===== config.mk =====
export PLATFORM = sky130hd
export DESIGN_NAME = ctt_fifo
export DESIGN_NICKNAME = d
export VERILOG_FILES = /design/src/rtl/ctt_fifo.sv
export SDC_FILE = /design/constraint.sdc
export NUM_CORES = 1
export LEC_CHECK = 0
export BUFFER_PORTS_ARGS = -buffer_cell sky130_fd_sc_hd__buf_2
export CAP_MARGIN = 5
export CELL_PAD_IN_SITES_DETAIL_PLACEMENT = 0
export CELL_PAD_IN_SITES_GLOBAL_PLACEMENT = 1
export CORE_UTILIZATION = 42
export DETAILED_ROUTE_END_ITERATION = 8
export GPL_TIMING_DRIVEN = 0
export PLACE_DENSITY_LB_ADDON = 0.1
export SLEW_MARGIN = 20
export SYNTH_ARGS = -nofsm -noshare
export SYNTH_HDL_FRONTEND = slang
export SYNTH_SLANG_ARGS = --single-unit

===== constraint.sdc =====
create_clock -name clk -period 1.8 [get_ports clk]
set_clock_uncertainty 0.15 [all_clocks]
set_input_delay 0.45 -clock clk [delete_from_list [all_inputs] [get_ports clk]]
set_output_delay 0.45 -clock clk [all_outputs]
set_load 0.02 [all_outputs]

===== src/rtl/ctt_fifo.sv =====
// Small synchronous FIFO used between the tracker's parts and at its output.
`timescale 1ns / 1ps

module ctt_fifo #(
	parameter int WIDTH = 8,
	parameter int DEPTH = 4
) (
	input  logic                         clk,
	input  logic                         arst_n,
	input  logic                         wr,
	input  logic [WIDTH-1:0]             wdata,
	input  logic                         rd,
	output logic [WIDTH-1:0]             rdata,
	output logic                         full,
	output logic                         empty,
	output logic [$clog2(DEPTH+1)-1:0]   count
);

	localparam int PTR_W = (DEPTH > 1) ? $clog2(DEPTH) : 1;
	localparam int CNT_W = $clog2(DEPTH + 1);

	logic [WIDTH-1:0] mem_q [DEPTH];
	logic [PTR_W-1:0] wr_ptr_q;
	logic [PTR_W-1:0] rd_ptr_q;
	logic [CNT_W-1:0] count_q;
	logic             do_wr;
	logic             do_rd;

	assign full  = (count_q == CNT_W'(DEPTH));
	assign empty = (count_q == '0);
	assign count = count_q;
	assign rdata = mem_q[rd_ptr_q];
	assign do_wr = wr && !full;
	assign do_rd = rd && !empty;

	// Storage.
	always_ff @(posedge clk) begin
		if (do_wr) begin
			mem_q[wr_ptr_q] <= wdata;
		end
	end

	// Pointers and fill level.
	always_ff @(posedge clk or negedge arst_n) begin
		if (!arst_n) begin
			wr_ptr_q <= '0;
			rd_ptr_q <= '0;
			count_q  <= '0;
		end else begin
			if (do_wr) begin
				wr_ptr_q <= (wr_ptr_q == PTR_W'(DEPTH - 1)) ? '0 : wr_ptr_q + 1'b1;
			end
			if (do_rd) begin
				rd_ptr_q <= (rd_ptr_q == PTR_W'(DEPTH - 1)) ? '0 : rd_ptr_q + 1'b1;
			end
			if (do_wr && !do_rd) begin
				count_q <= count_q + 1'b1;
			end else if (do_rd && !do_wr) begin
				count_q <= count_q - 1'b1;
			end
		end
	end

endmodule


==> results.sh <==
export IMPL_dieArea_um2=4110
export IMPL_multiInputGateArea_um2=484
export IMPL_place_hpwl_um=1630
export IMPL_drv_slew=0
export IMPL_final_cell_mix="32 x edfxtp_1, 16 x buf_2, 9 x buf_6, 8 x mux4_2, 7 x buf_4"
export IMPL_critical_path_max_fanout=5
export IMPL_worstPathRequired_ns=1.20
export IMPL_violations="setup timing"
export IMPL_hold_violations=0
export IMPL_worstPathCellList="buf_8 -> mux4_2 -> buf_6"
export IMPL_r2r_start="count[1]$_DFFE_PN0P_"
export IMPL_fin_tns_setup_ns=-2.66
export IMPL_syn_avg_cell_area_um2=20.5
export IMPL_netSwitchingFraction=0.329
export IMPL_grt_max_degree=13
export IMPL_die_h_um=64.1
export IMPL_dr_pass1_iters=4
export IMPL_num_antenna_cells=0
export IMPL_finalInstanceArea_um2=2060
export IMPL_overflow=0
export IMPL_slowest_stage="mux4_2"
export IMPL_startpoint_type="register"
export IMPL_comb_power_share=0.460
export IMPL_num_nets_final=137
export IMPL_num_vias=790
export IMPL_path_clk_slew_ns=0.07
export IMPL_cts_tree="done"
export IMPL_intPower_mw=2.39
export IMPL_via_per_inst=4.73
export IMPL_fp_dieW_um=64.1
export IMPL_finalWeightedCongestion=0.770
export IMPL_dp_slack_ns=-0.237
export IMPL_clk_latency_ns=0.28
export IMPL_critPathLaunch="rd_ptr_q[0]$_DFFE_PN0P_"
export IMPL_cts_sinks=39
export IMPL_track_usage=0.140
export IMPL_yosysSeqAreaShare=0.701
export IMPL_antenna_left=0
export IMPL_num_fill_cells=307
export IMPL_yosys_warnings=0
export IMPL_critPathMaxStageDelay_ns=0.52
export IMPL_syn_inst=79
export IMPL_yosysTopAreaCell="edfxtp_1"
export IMPL_ys_types=19
export IMPL_cts_made_buffers=5
export IMPL_first_global_vias=813
export IMPL_tightest_slew_ns=0.248
export IMPL_grt_pass1_wl_um=3910
export IMPL_hold_ws_ns=0.229
export IMPL_power_switching_mw=1.17
export IMPL_core_area_um2=3690
export IMPL_hp_class="input port to register"
export IMPL_routed_wl_um=2560
export IMPL_hp_start="wdata[5]"
export IMPL_cp_data_arrival_time_ns=1.51
export IMPL_status="complete, but fails checks"
export IMPL_fmax_ghz=0.475
export IMPL_synthTopCellsByArea="edfxtp_1 59%, mux4_2 11%, dfrtp_1 11%"
export IMPL_layout_commonest_cell="edfxtp_1"
export IMPL_seq_area_um2=1140
export IMPL_h_tree_depth=2
export IMPL_io_buffers=24
export IMPL_layout_setup_ws_ns=-0.307
export IMPL_antenna_found_initial=0
export IMPL_start_util=0.439
export IMPL_power_density_nw_per_um2=1720
export IMPL_rows=22
export IMPL_critPathKind="register to output port"
export IMPL_period_minus_slack_ns=2.11
export IMPL_drc_errors=0
export IMPL_cts_root_buf="clkbuf_8"
export IMPL_worst_path_buf_inv=2
export IMPL_synth_top_cell_area_share=0.593
export IMPL_drt_iter0_drc=14
export IMPL_cts_buffer_depth=2
export IMPL_power_frac_clock=0.153
export IMPL_vdd_ir_drop_max_v=0.000686
export IMPL_rsz0062_at_grt="yes"
export IMPL_post_route_period_util=1.17
export IMPL_area_growth_syn_to_layout_pct=27.4
export IMPL_ys_ff_latch=39
export IMPL_netlist_area_um2=1620
export IMPL_wl_per_cell_um=15.3
export IMPL_finalSetupViolCount=10
export IMPL_seqPwrFrac=0.386
export IMPL_p_leak_nw=0.787
export IMPL_max_slew_margin=0.835
export IMPL_dpl_cell_area_um2=1830
export IMPL_crit_family="multiplexers"
export IMPL_drive_gt1_frac=0.571
export IMPL_end_kind="output port"
export IMPL_drv_cap=0
export IMPL_synth_net_count=98
export IMPL_io_pins=25
export IMPL_finalPower_mw=3.56
==> what timing repair did <==
item / in CTS / in global routing
gates cloned: 0 / 1
hold buffers: 1 / 0
buffers inserted: 6 / 1
pin swaps: 4 / 3
gates resized for setup: 7 / 18
setup endpoints to repair: 11 / 11
endpoints found under the hold margin: 7 / 0
==> cell usage after synthesis, drive strengths merged <==
cell	instances
edfxtp	32
mux4	8
dfrtp	7
ha	6
mux2	5
and2	4
buf	3
inv	3
nor2	3
xor2	2
fa	1
nand2b	1
nor2b	1
nor3	1
nor3b	1
xnor2	1
==> metrics by stage <==
stage,cells,utilization
floorplan,79,-
finish,167,0.560
CTS,165,0.536
global placement,151,0.496
detailed placement,151,0.496
global route,167,0.560
==> final cells by class <==
type / count / share of cell area
inverter: 3 / 0.00545
clock buffer: 5 / 0.0333
timing repair buffer: 33 / 0.128
sequential: 39 / 0.553
buffer: 2 / 0.00970
tap: 48 / 0.0291
multi-input combinational: 34 / 0.235
clock inverter: 3 / 0.00727
==> power groups by stage <==
stage          sequential, mW  clock [mW]  combinational (mW)
6_report                 1.37       0.545                1.64
5_1_grt                  1.41       0.605                1.78
4_1_cts                  1.37       0.573                1.41
3_5_place_dp             1.40           0                1.27
3_3_place_gp             1.39           0                1.26
2_1_floorplan            1.41           0               0.914
==> flip-flops by register name, summed over array words and instances, names as in the netlist <==
name / flops
count: 3
mem_q: 32
rd_ptr_q: 2
wr_ptr_q: 2
==> layer usage <==
metal,track usage,vias up,routed length [um]
met2,0.229,19,1300
met4,0.0500,0,23
met3,0.0482,2,106
met5,0,-,0
li1,-,380,-
met1,0.172,389,1130
==> path summary, 6_finish.rpt <==
path	to	slack [ns]	cells after the start
max	rdata[6]	-0.31	3
min	mem_q[3][5]$_DFFE_PP_	0.23	1
max reg2reg	count[1]$_DFFE_PN0P_	-0.18	6
min reg2reg	count[2]$_DFFE_PN0P_	0.46	2
max in group asynchronous	count[0]$_DFFE_PN0P_	0.94	2
min in group asynchronous	rd_ptr_q[1]$_DFFE_PN0P_	0.39	2
==> logic make-up (layout without fill, tap and decap cells) <==
family | count (synthesis) | count (layout) | synth area share
DFF | 39 | 39 | 0.701
muxes | 13 | 13 | 0.151
and+or+nand+nor | 11 | 11 | 0.0541
adders and majority gates | 7 | 7 | 0.0587
buffers and inverters | 6 | 46 | 0.0193
xor gates and xnor gates | 3 | 3 | 0.0162
Note: power is estimated with default switching activity, not from simulation.
