===== src/rtl/ctt_pkg.sv =====
// Shared types and constants of the channel translocation tracker.
`timescale 1ns / 1ps

package ctt_pkg;

	// Field widths.
	localparam int Z_W     = 24;
	localparam int LEN_W   = 23;
	localparam int PART_W  = 10;
	localparam int CNT_W   = 32;
	localparam int SUM_W   = 48;
	localparam int CFG_W   = 24;
	localparam int CFG_IDX_W = 2;

	// The remainder unit retires one dividend bit per stage.
	localparam int DIV_STEPS = Z_W;

	// Queue depths.
	localparam int MID_DEPTH = 4;
	localparam int OUT_DEPTH = 4;
	localparam int OUT_CNT_W = $clog2(OUT_DEPTH + 1);

	localparam int DEF_MAX_PARTICLES = 1024;

	// Register reset values.
	localparam logic [LEN_W-1:0] BOX_LENGTH_RST  = LEN_W'(655360);
	localparam logic [Z_W-1:0]   LOWER_BOUND_RST = '0;
	localparam logic [Z_W-1:0]   UPPER_BOUND_RST = '0;

	// Register indexes on the configuration port.
	localparam logic [CFG_IDX_W-1:0] CFG_BOX_LENGTH  = 2'd0;
	localparam logic [CFG_IDX_W-1:0] CFG_LOWER_BOUND = 2'd1;
	localparam logic [CFG_IDX_W-1:0] CFG_UPPER_BOUND = 2'd2;

	typedef enum logic [1:0] {
		ZONE_BELOW  = 2'd0,
		ZONE_INSIDE = 2'd1,
		ZONE_ABOVE  = 2'd2
	} zone_t;

	// A classified transaction on its way from the front to the back.
	typedef struct packed {
		logic [Z_W-1:0]    wz;
		zone_t             zone;
		logic              strict;
		logic              rerr;
		logic [PART_W-1:0] particle;
		logic              last;
	} mid_t;

	// One result transaction.
	typedef struct packed {
		logic [Z_W-1:0]   wrapped_z;
		zone_t            zone;
		logic             event_res;
		logic             direction;
		logic [CNT_W-1:0] dwell_frames;
		logic [CNT_W-1:0] frame_index;
		logic [CNT_W-1:0] occupied_frames;
		logic [CNT_W-1:0] event_count;
		logic [SUM_W-1:0] dwell_total;
		logic             range_error;
	} res_t;

endpackage


===== src/rtl/ctt_front.sv =====
// Front part: periodic wrap through a pipelined remainder unit, range check and zone classification.
`timescale 1ns / 1ps

module ctt_front import ctt_pkg::*; (
	input  logic                    clk,
	input  logic                    arst_n,
	input  logic                    take,
	input  logic signed [Z_W-1:0]   z_pos,
	input  logic [PART_W-1:0]       particle,
	input  logic                    last_of_frame,
	input  logic [LEN_W-1:0]        box_length,
	input  logic signed [Z_W-1:0]   lower_bound,
	input  logic signed [Z_W-1:0]   upper_bound,
	input  logic                    mid_full,
	output logic                    adv,
	output logic                    mid_push,
	output mid_t                    mid_data
);

	typedef struct packed {
		logic [LEN_W-1:0]  rem;
		logic [Z_W-1:0]    mag;
		logic              neg;
		logic              rerr;
		logic [PART_W-1:0] particle;
		logic              last;
	} div_t;

	typedef struct packed {
		logic [LEN_W-1:0]  r;
		logic              rerr;
		logic [PART_W-1:0] particle;
		logic              last;
	} fix_t;

	// One restoring step: shift in the next dividend bit, subtract if it fits.
	function automatic div_t div_step(div_t d, logic [LEN_W-1:0] len);
		logic [LEN_W:0] t;
		div_t           o;
		o = d;
		t = {d.rem, d.mag[Z_W-1]};
		if (t >= {1'b0, len}) begin
			t = t - {1'b0, len};
		end
		o.rem = t[LEN_W-1:0];
		o.mag = {d.mag[Z_W-2:0], 1'b0};
		return o;
	endfunction

	logic [LEN_W-1:0]     len_eff;
	logic signed [Z_W+1:0] zx;
	logic signed [Z_W+1:0] len_x;
	logic signed [Z_W+1:0] len2_x;
	div_t                 div_in;
	div_t                 div_s    [DIV_STEPS+1];
	logic [DIV_STEPS:0]   div_vld_s;
	fix_t                 fix_in;
	fix_t                 fix_s;
	logic                 fix_vld_s;
	logic signed [Z_W:0]  w_c;
	logic signed [Z_W:0]  lo_c;
	logic signed [Z_W:0]  hi_c;
	logic signed [Z_W:0]  lom1_c;
	logic signed [Z_W:0]  hip1_c;
	logic                 below_c;
	logic                 above_c;

	// A zero box length behaves as a length of one.
	assign len_eff = (box_length == '0) ? LEN_W'(1) : box_length;

	// Entry: magnitude and sign for the remainder unit, range check on the raw value.
	always_comb begin
		zx     = {{2{z_pos[Z_W-1]}}, z_pos};
		len_x  = {3'b000, len_eff};
		len2_x = {2'b00, len_eff, 1'b0};
		div_in.rem      = '0;
		div_in.neg      = z_pos[Z_W-1];
		div_in.mag      = z_pos[Z_W-1] ? (~z_pos + Z_W'(1)) : z_pos;
		div_in.rerr     = (zx < -len_x) || (zx >= len2_x);
		div_in.particle = particle;
		div_in.last     = last_of_frame;
	end

	// Fold the magnitude remainder back into [0, len) for negative inputs.
	always_comb begin
		fix_in.r        = (div_s[DIV_STEPS].neg && div_s[DIV_STEPS].rem != '0) ?
		                  (len_eff - div_s[DIV_STEPS].rem) : div_s[DIV_STEPS].rem;
		fix_in.rerr     = div_s[DIV_STEPS].rerr;
		fix_in.particle = div_s[DIV_STEPS].particle;
		fix_in.last     = div_s[DIV_STEPS].last;
	end

	// The whole front moves together unless the middle queue cannot take the oldest transaction.
	assign adv      = !(mid_full && fix_vld_s);
	assign mid_push = fix_vld_s && !mid_full;

	// Valid bits of the pipeline.
	always_ff @(posedge clk or negedge arst_n) begin
		if (!arst_n) begin
			div_vld_s <= '0;
			fix_vld_s <= 1'b0;
		end else if (adv) begin
			div_vld_s <= {div_vld_s[DIV_STEPS-1:0], take};
			fix_vld_s <= div_vld_s[DIV_STEPS];
		end
	end

	// Payload of the pipeline.
	always_ff @(posedge clk) begin
		if (adv) begin
			div_s[0] <= div_in;
			for (int k = 0; k < DIV_STEPS; k++) begin
				div_s[k+1] <= div_step(div_s[k], len_eff);
			end
			fix_s <= fix_in;
		end
	end

	// Classify against the channel and clamp one step past the nearer bound.
	always_comb begin
		w_c     = {2'b00, fix_s.r};
		lo_c    = {lower_bound[Z_W-1], lower_bound};
		hi_c    = {upper_bound[Z_W-1], upper_bound};
		lom1_c  = lo_c - (Z_W+1)'(1);
		hip1_c  = hi_c + (Z_W+1)'(1);
		below_c = (w_c < lo_c);
		above_c = !below_c && (w_c > hi_c);
		mid_data.strict   = (w_c > lo_c) && (w_c < hi_c);
		mid_data.rerr     = fix_s.rerr;
		mid_data.particle = fix_s.particle;
		mid_data.last     = fix_s.last;
		if (below_c) begin
			mid_data.wz   = lom1_c[Z_W-1:0];
			mid_data.zone = ZONE_BELOW;
		end else if (above_c) begin
			mid_data.wz   = hip1_c[Z_W-1:0];
			mid_data.zone = ZONE_ABOVE;
		end else begin
			mid_data.wz   = {1'b0, fix_s.r};
			mid_data.zone = ZONE_INSIDE;
		end
	end

endmodule


===== config.mk =====
export PLATFORM = sky130hd
export DESIGN_NAME = ctt_front
export DESIGN_NICKNAME = d
export VERILOG_FILES = /design/src/rtl/ctt_pkg.sv /design/src/rtl/ctt_front.sv
export SDC_FILE = /design/constraint.sdc
export NUM_CORES = 2
export LEC_CHECK = 0
export BUFFER_PORTS_ARGS = -buffer_cell sky130_fd_sc_hd__buf_2
export CAP_MARGIN = 20
export CORE_MARGIN = 5
export CORE_UTILIZATION = 40
export CTS_CLUSTER_SIZE = 16
export DETAILED_ROUTE_END_ITERATION = 7
export HOLD_SLACK_MARGIN = 0.12
export PLACE_DENSITY_LB_ADDON = 0.08
export SYNTH_ARGS = -nofsm -noshare
export SYNTH_HDL_FRONTEND = slang
export SYNTH_SLANG_ARGS = --single-unit

===== constraint.sdc =====
create_clock -name clk -period 55.1 [get_ports clk]
set_input_delay 5.51 -clock clk [delete_from_list [all_inputs] [get_ports clk]]
set_output_delay 5.51 -clock clk [all_outputs]
set_load 0.05 [all_outputs]

==> out/qor.csv <==
stage,metric,value,unit
clock_network,TritonCTS clock tree,built,
die,Ports,151,
worst_hold_path,Min-Delay Path Class,reg2reg,
layout,ratio of cells with drive above 1 in the final layout,12.28,%
sta,fin crit period,13.89,ns
placement,Port Buffers,150,
setup_path,crit start category,primary input,
job,max-cap viol count,0,
sta,period utilization,25.20,%
setup_path,Crit Path Category,in2out,
sta,Final Setup Violations,0,
die,Core Area,185600,µm²
die,row count,158,
global_route,initial antenna violation count,24,
setup_path,nature of the critical path endpoint,output port,
sta,final setup TNS,0,ns
pwr,maximum vdd ir drop,0.04047,mV
sta,Fmax,72.01,MHz
setup_path,"Arr. time, crit path",8.38,ns
die,die area,195500,µm²
clock_network,Inserted Clock Buffers,145,
layout,most frequent cells in the layout,"edfxtp_1, ha_1, a21oi_1",
synth,Async SR Flop Fraction,2.100,%
pwr,total power,5.643,mW
routing,Pre-Repair DR Iteration Count,8,
clock_network,Post-CTS Repair Setup Buffers,0,
routing,via/cell ratio,5.494,
sta,final hold violation count,0,
sta,unrepaired setup endpoints after global routing,no,
layout,Area Overhead vs Synth,11.59,%
clock_network,CTS Buffer Depth,3,
die,Initial Util,40.25,%
pwr,leak pwr,32.99,nW
routing,final wirelength,195300,µm
clock_network,Clock transition at path regs,0.07,ns
routing,routed vias,51390,
placement,placed instance area,78530,µm²
global_route,grt ovf,0,
routing,initial DRC count,3576,
die,Die Width,442.2,µm
layout,design area,83380,µm²
clock_network,Post-CTS Resized,0,
setup_path,worst endpoint required time,49.59,ns
synth,syn avg cell area,11.45,µm²
sta,final hold slack,0.4064,ns
routing,drt drc,0,
clock_network,htree depth,4,
synth,Synth warnings,0,
global_route,vias in the first global route,49980,
placement,Detail Placement HPWL,138100,µm
synth,number of flops mapped to enable cells by yosys,1212,
sta,fin. max-slew vios,0,
layout,Finished Core Util,44.92,%
die,Die Span Y,442.2,µm
setup_path,maximum fanout along the worst path,26,
clock_network,clock sink total,1238,
global_route,first-pass GRT wire length,295000,µm
synth,top_reg_cell synth,edfxtp_1,
layout,fin nets,7536,
global_route,GRT Resource Usage Total,19.35,%
clock_network,CTS root buffer,clkbuf_16,
sta,skew final,0.05277,ns
global_route,largest net degree at the start of global routing,183,
synth,"Cell Area, Synth",74720,µm²
sta,Rel. slew slack,25.42,%
status,outcome,"finished, final reports clean",
placement,gpl congestion,0.8522,
layout,"most common cell after layout, fill and taps aside",edfxtp_1,
synth,Synth Instances,6527,
clock_network,worst skew pair latency,0.81,ns
synth,sequential area share after synthesis,49.58,%
synth,Cell variety after synth,93,
layout,final-layout fill cell count,17200,
clock_network,# hold bufs at CTS,0,
sta,slew of the pin with the lowest slew margin,1.116,ns
routing,Final ANT Viol Nets,0,
synth,Seq cells post-synth,1238,
routing,Avg WL per Cell,20.88,µm
pwr,pwr dens,67.68,nW/µm²
per-layer routing:
metal  track usage, %  routed length (µm)
met5                0                   0
met4            5.328                5145
met3            2.719                7938
met2            33.06               94650
met1            25.76               87570
worst paths after layout:
check	to	slack, ns	cells past startpoint	start
min	div_s[0][258]	0.41	0	div_s[0][197]
max in group asynchronous	div_vld_s[12]	50.03	1	arst_n
max	mid_data[25]	41.21	12	upper_bound[14]
min reg2reg	div_s[0][258]	0.41	0	div_s[0][197]
max reg2reg	div_s[0][545]	49.93	6	fix_vld_s
min in group asynchronous	div_vld_s[21]	4.69	1	arst_n
cell type report:
class / count / area, µm² / share of cell area (%)
well taps: 2480 / 3103 / 3.721
inverters: 274 / 1028 / 1.233
repair buffers: 222 / 1401 / 1.681
clock inverters: 88 / 945.9 / 1.134
multi-input cells: 4869 / 36060 / 43.25
flip-flops and latches: 1238 / 37050 / 44.43
diodes: 9 / 22.52 / 0.02701
clock buffers: 173 / 3775 / 4.527
per-stage QoR:
| stage | setup slack [ns] | instances |
|---|---|---|
| after floorplan | 10.68 | 6528 |
| after global placement | 41.06 | 9079 |
| after detailed placement | 41.06 | 9079 |
| after CTS | 41.07 | 9340 |
| after global routing | 40.88 | 9350 |
| final | 41.21 | 9353 |
synth_stat cells (all sizes together), types with 111 or more instances:
master,number,share of area (%)
a21o,249,2.5
a21oi,490,3.3
edfxtp,1212,49
ha,652,11
inv,274,1.4
mux2,315,4.8
nand2,433,2.2
nor2,406,2.0
nor2b,111,0.93
nor3,142,0.96
o21ai,425,2.9
xnor2,328,3.8
xor2,161,1.9
cell families (layout without fill, tap and decap cells):
| logic type | after synthesis | in the layout | share of synthesized area (%) |
|---|---|---|---|
| simple gates | 1583 | 1583 | 10.24 |
| fa+ha+maj | 676 | 676 | 11.56 |
| other cells | 1 | 11 | 0.005019 |
| flops | 1238 | 1238 | 49.58 |
| compound gates | 1726 | 1726 | 14.77 |
| buf+inv | 421 | 757 | 2.321 |
| mux | 393 | 393 | 5.797 |
| xor+xnor | 489 | 489 | 5.732 |
power breakdown:
part           switching (mW)  leakage [nW]  internal, mW
clock                   0.408          2.31         0.544
sequential              0.236          12.5          1.72
combinational            1.54          18.1          1.19
total                    2.18          33.0          3.46
critical path, cell delays in order:
cell and delay (ns):
buf_2 0.13, inv_1 0.07, ha_1 0.29, nand3_1 0.10, nor3_1 0.21, nand2_1 0.12
o21ai_0 0.16, o31ai_1 0.15, a21oi_4 0.89, mux2i_1 0.23, mux2i_1 0.19, buf_2 0.29
state kept, by name (all words and copies together), names as in the netlist:
| name | flops |
|---|---|
| div_vld_s | 25 |
| fix_vld_s | 1 |
| fix_s | 23 |
| div_s | 1177 |
| mid_data | 12 |
Power figures use the tool's default switching activity.
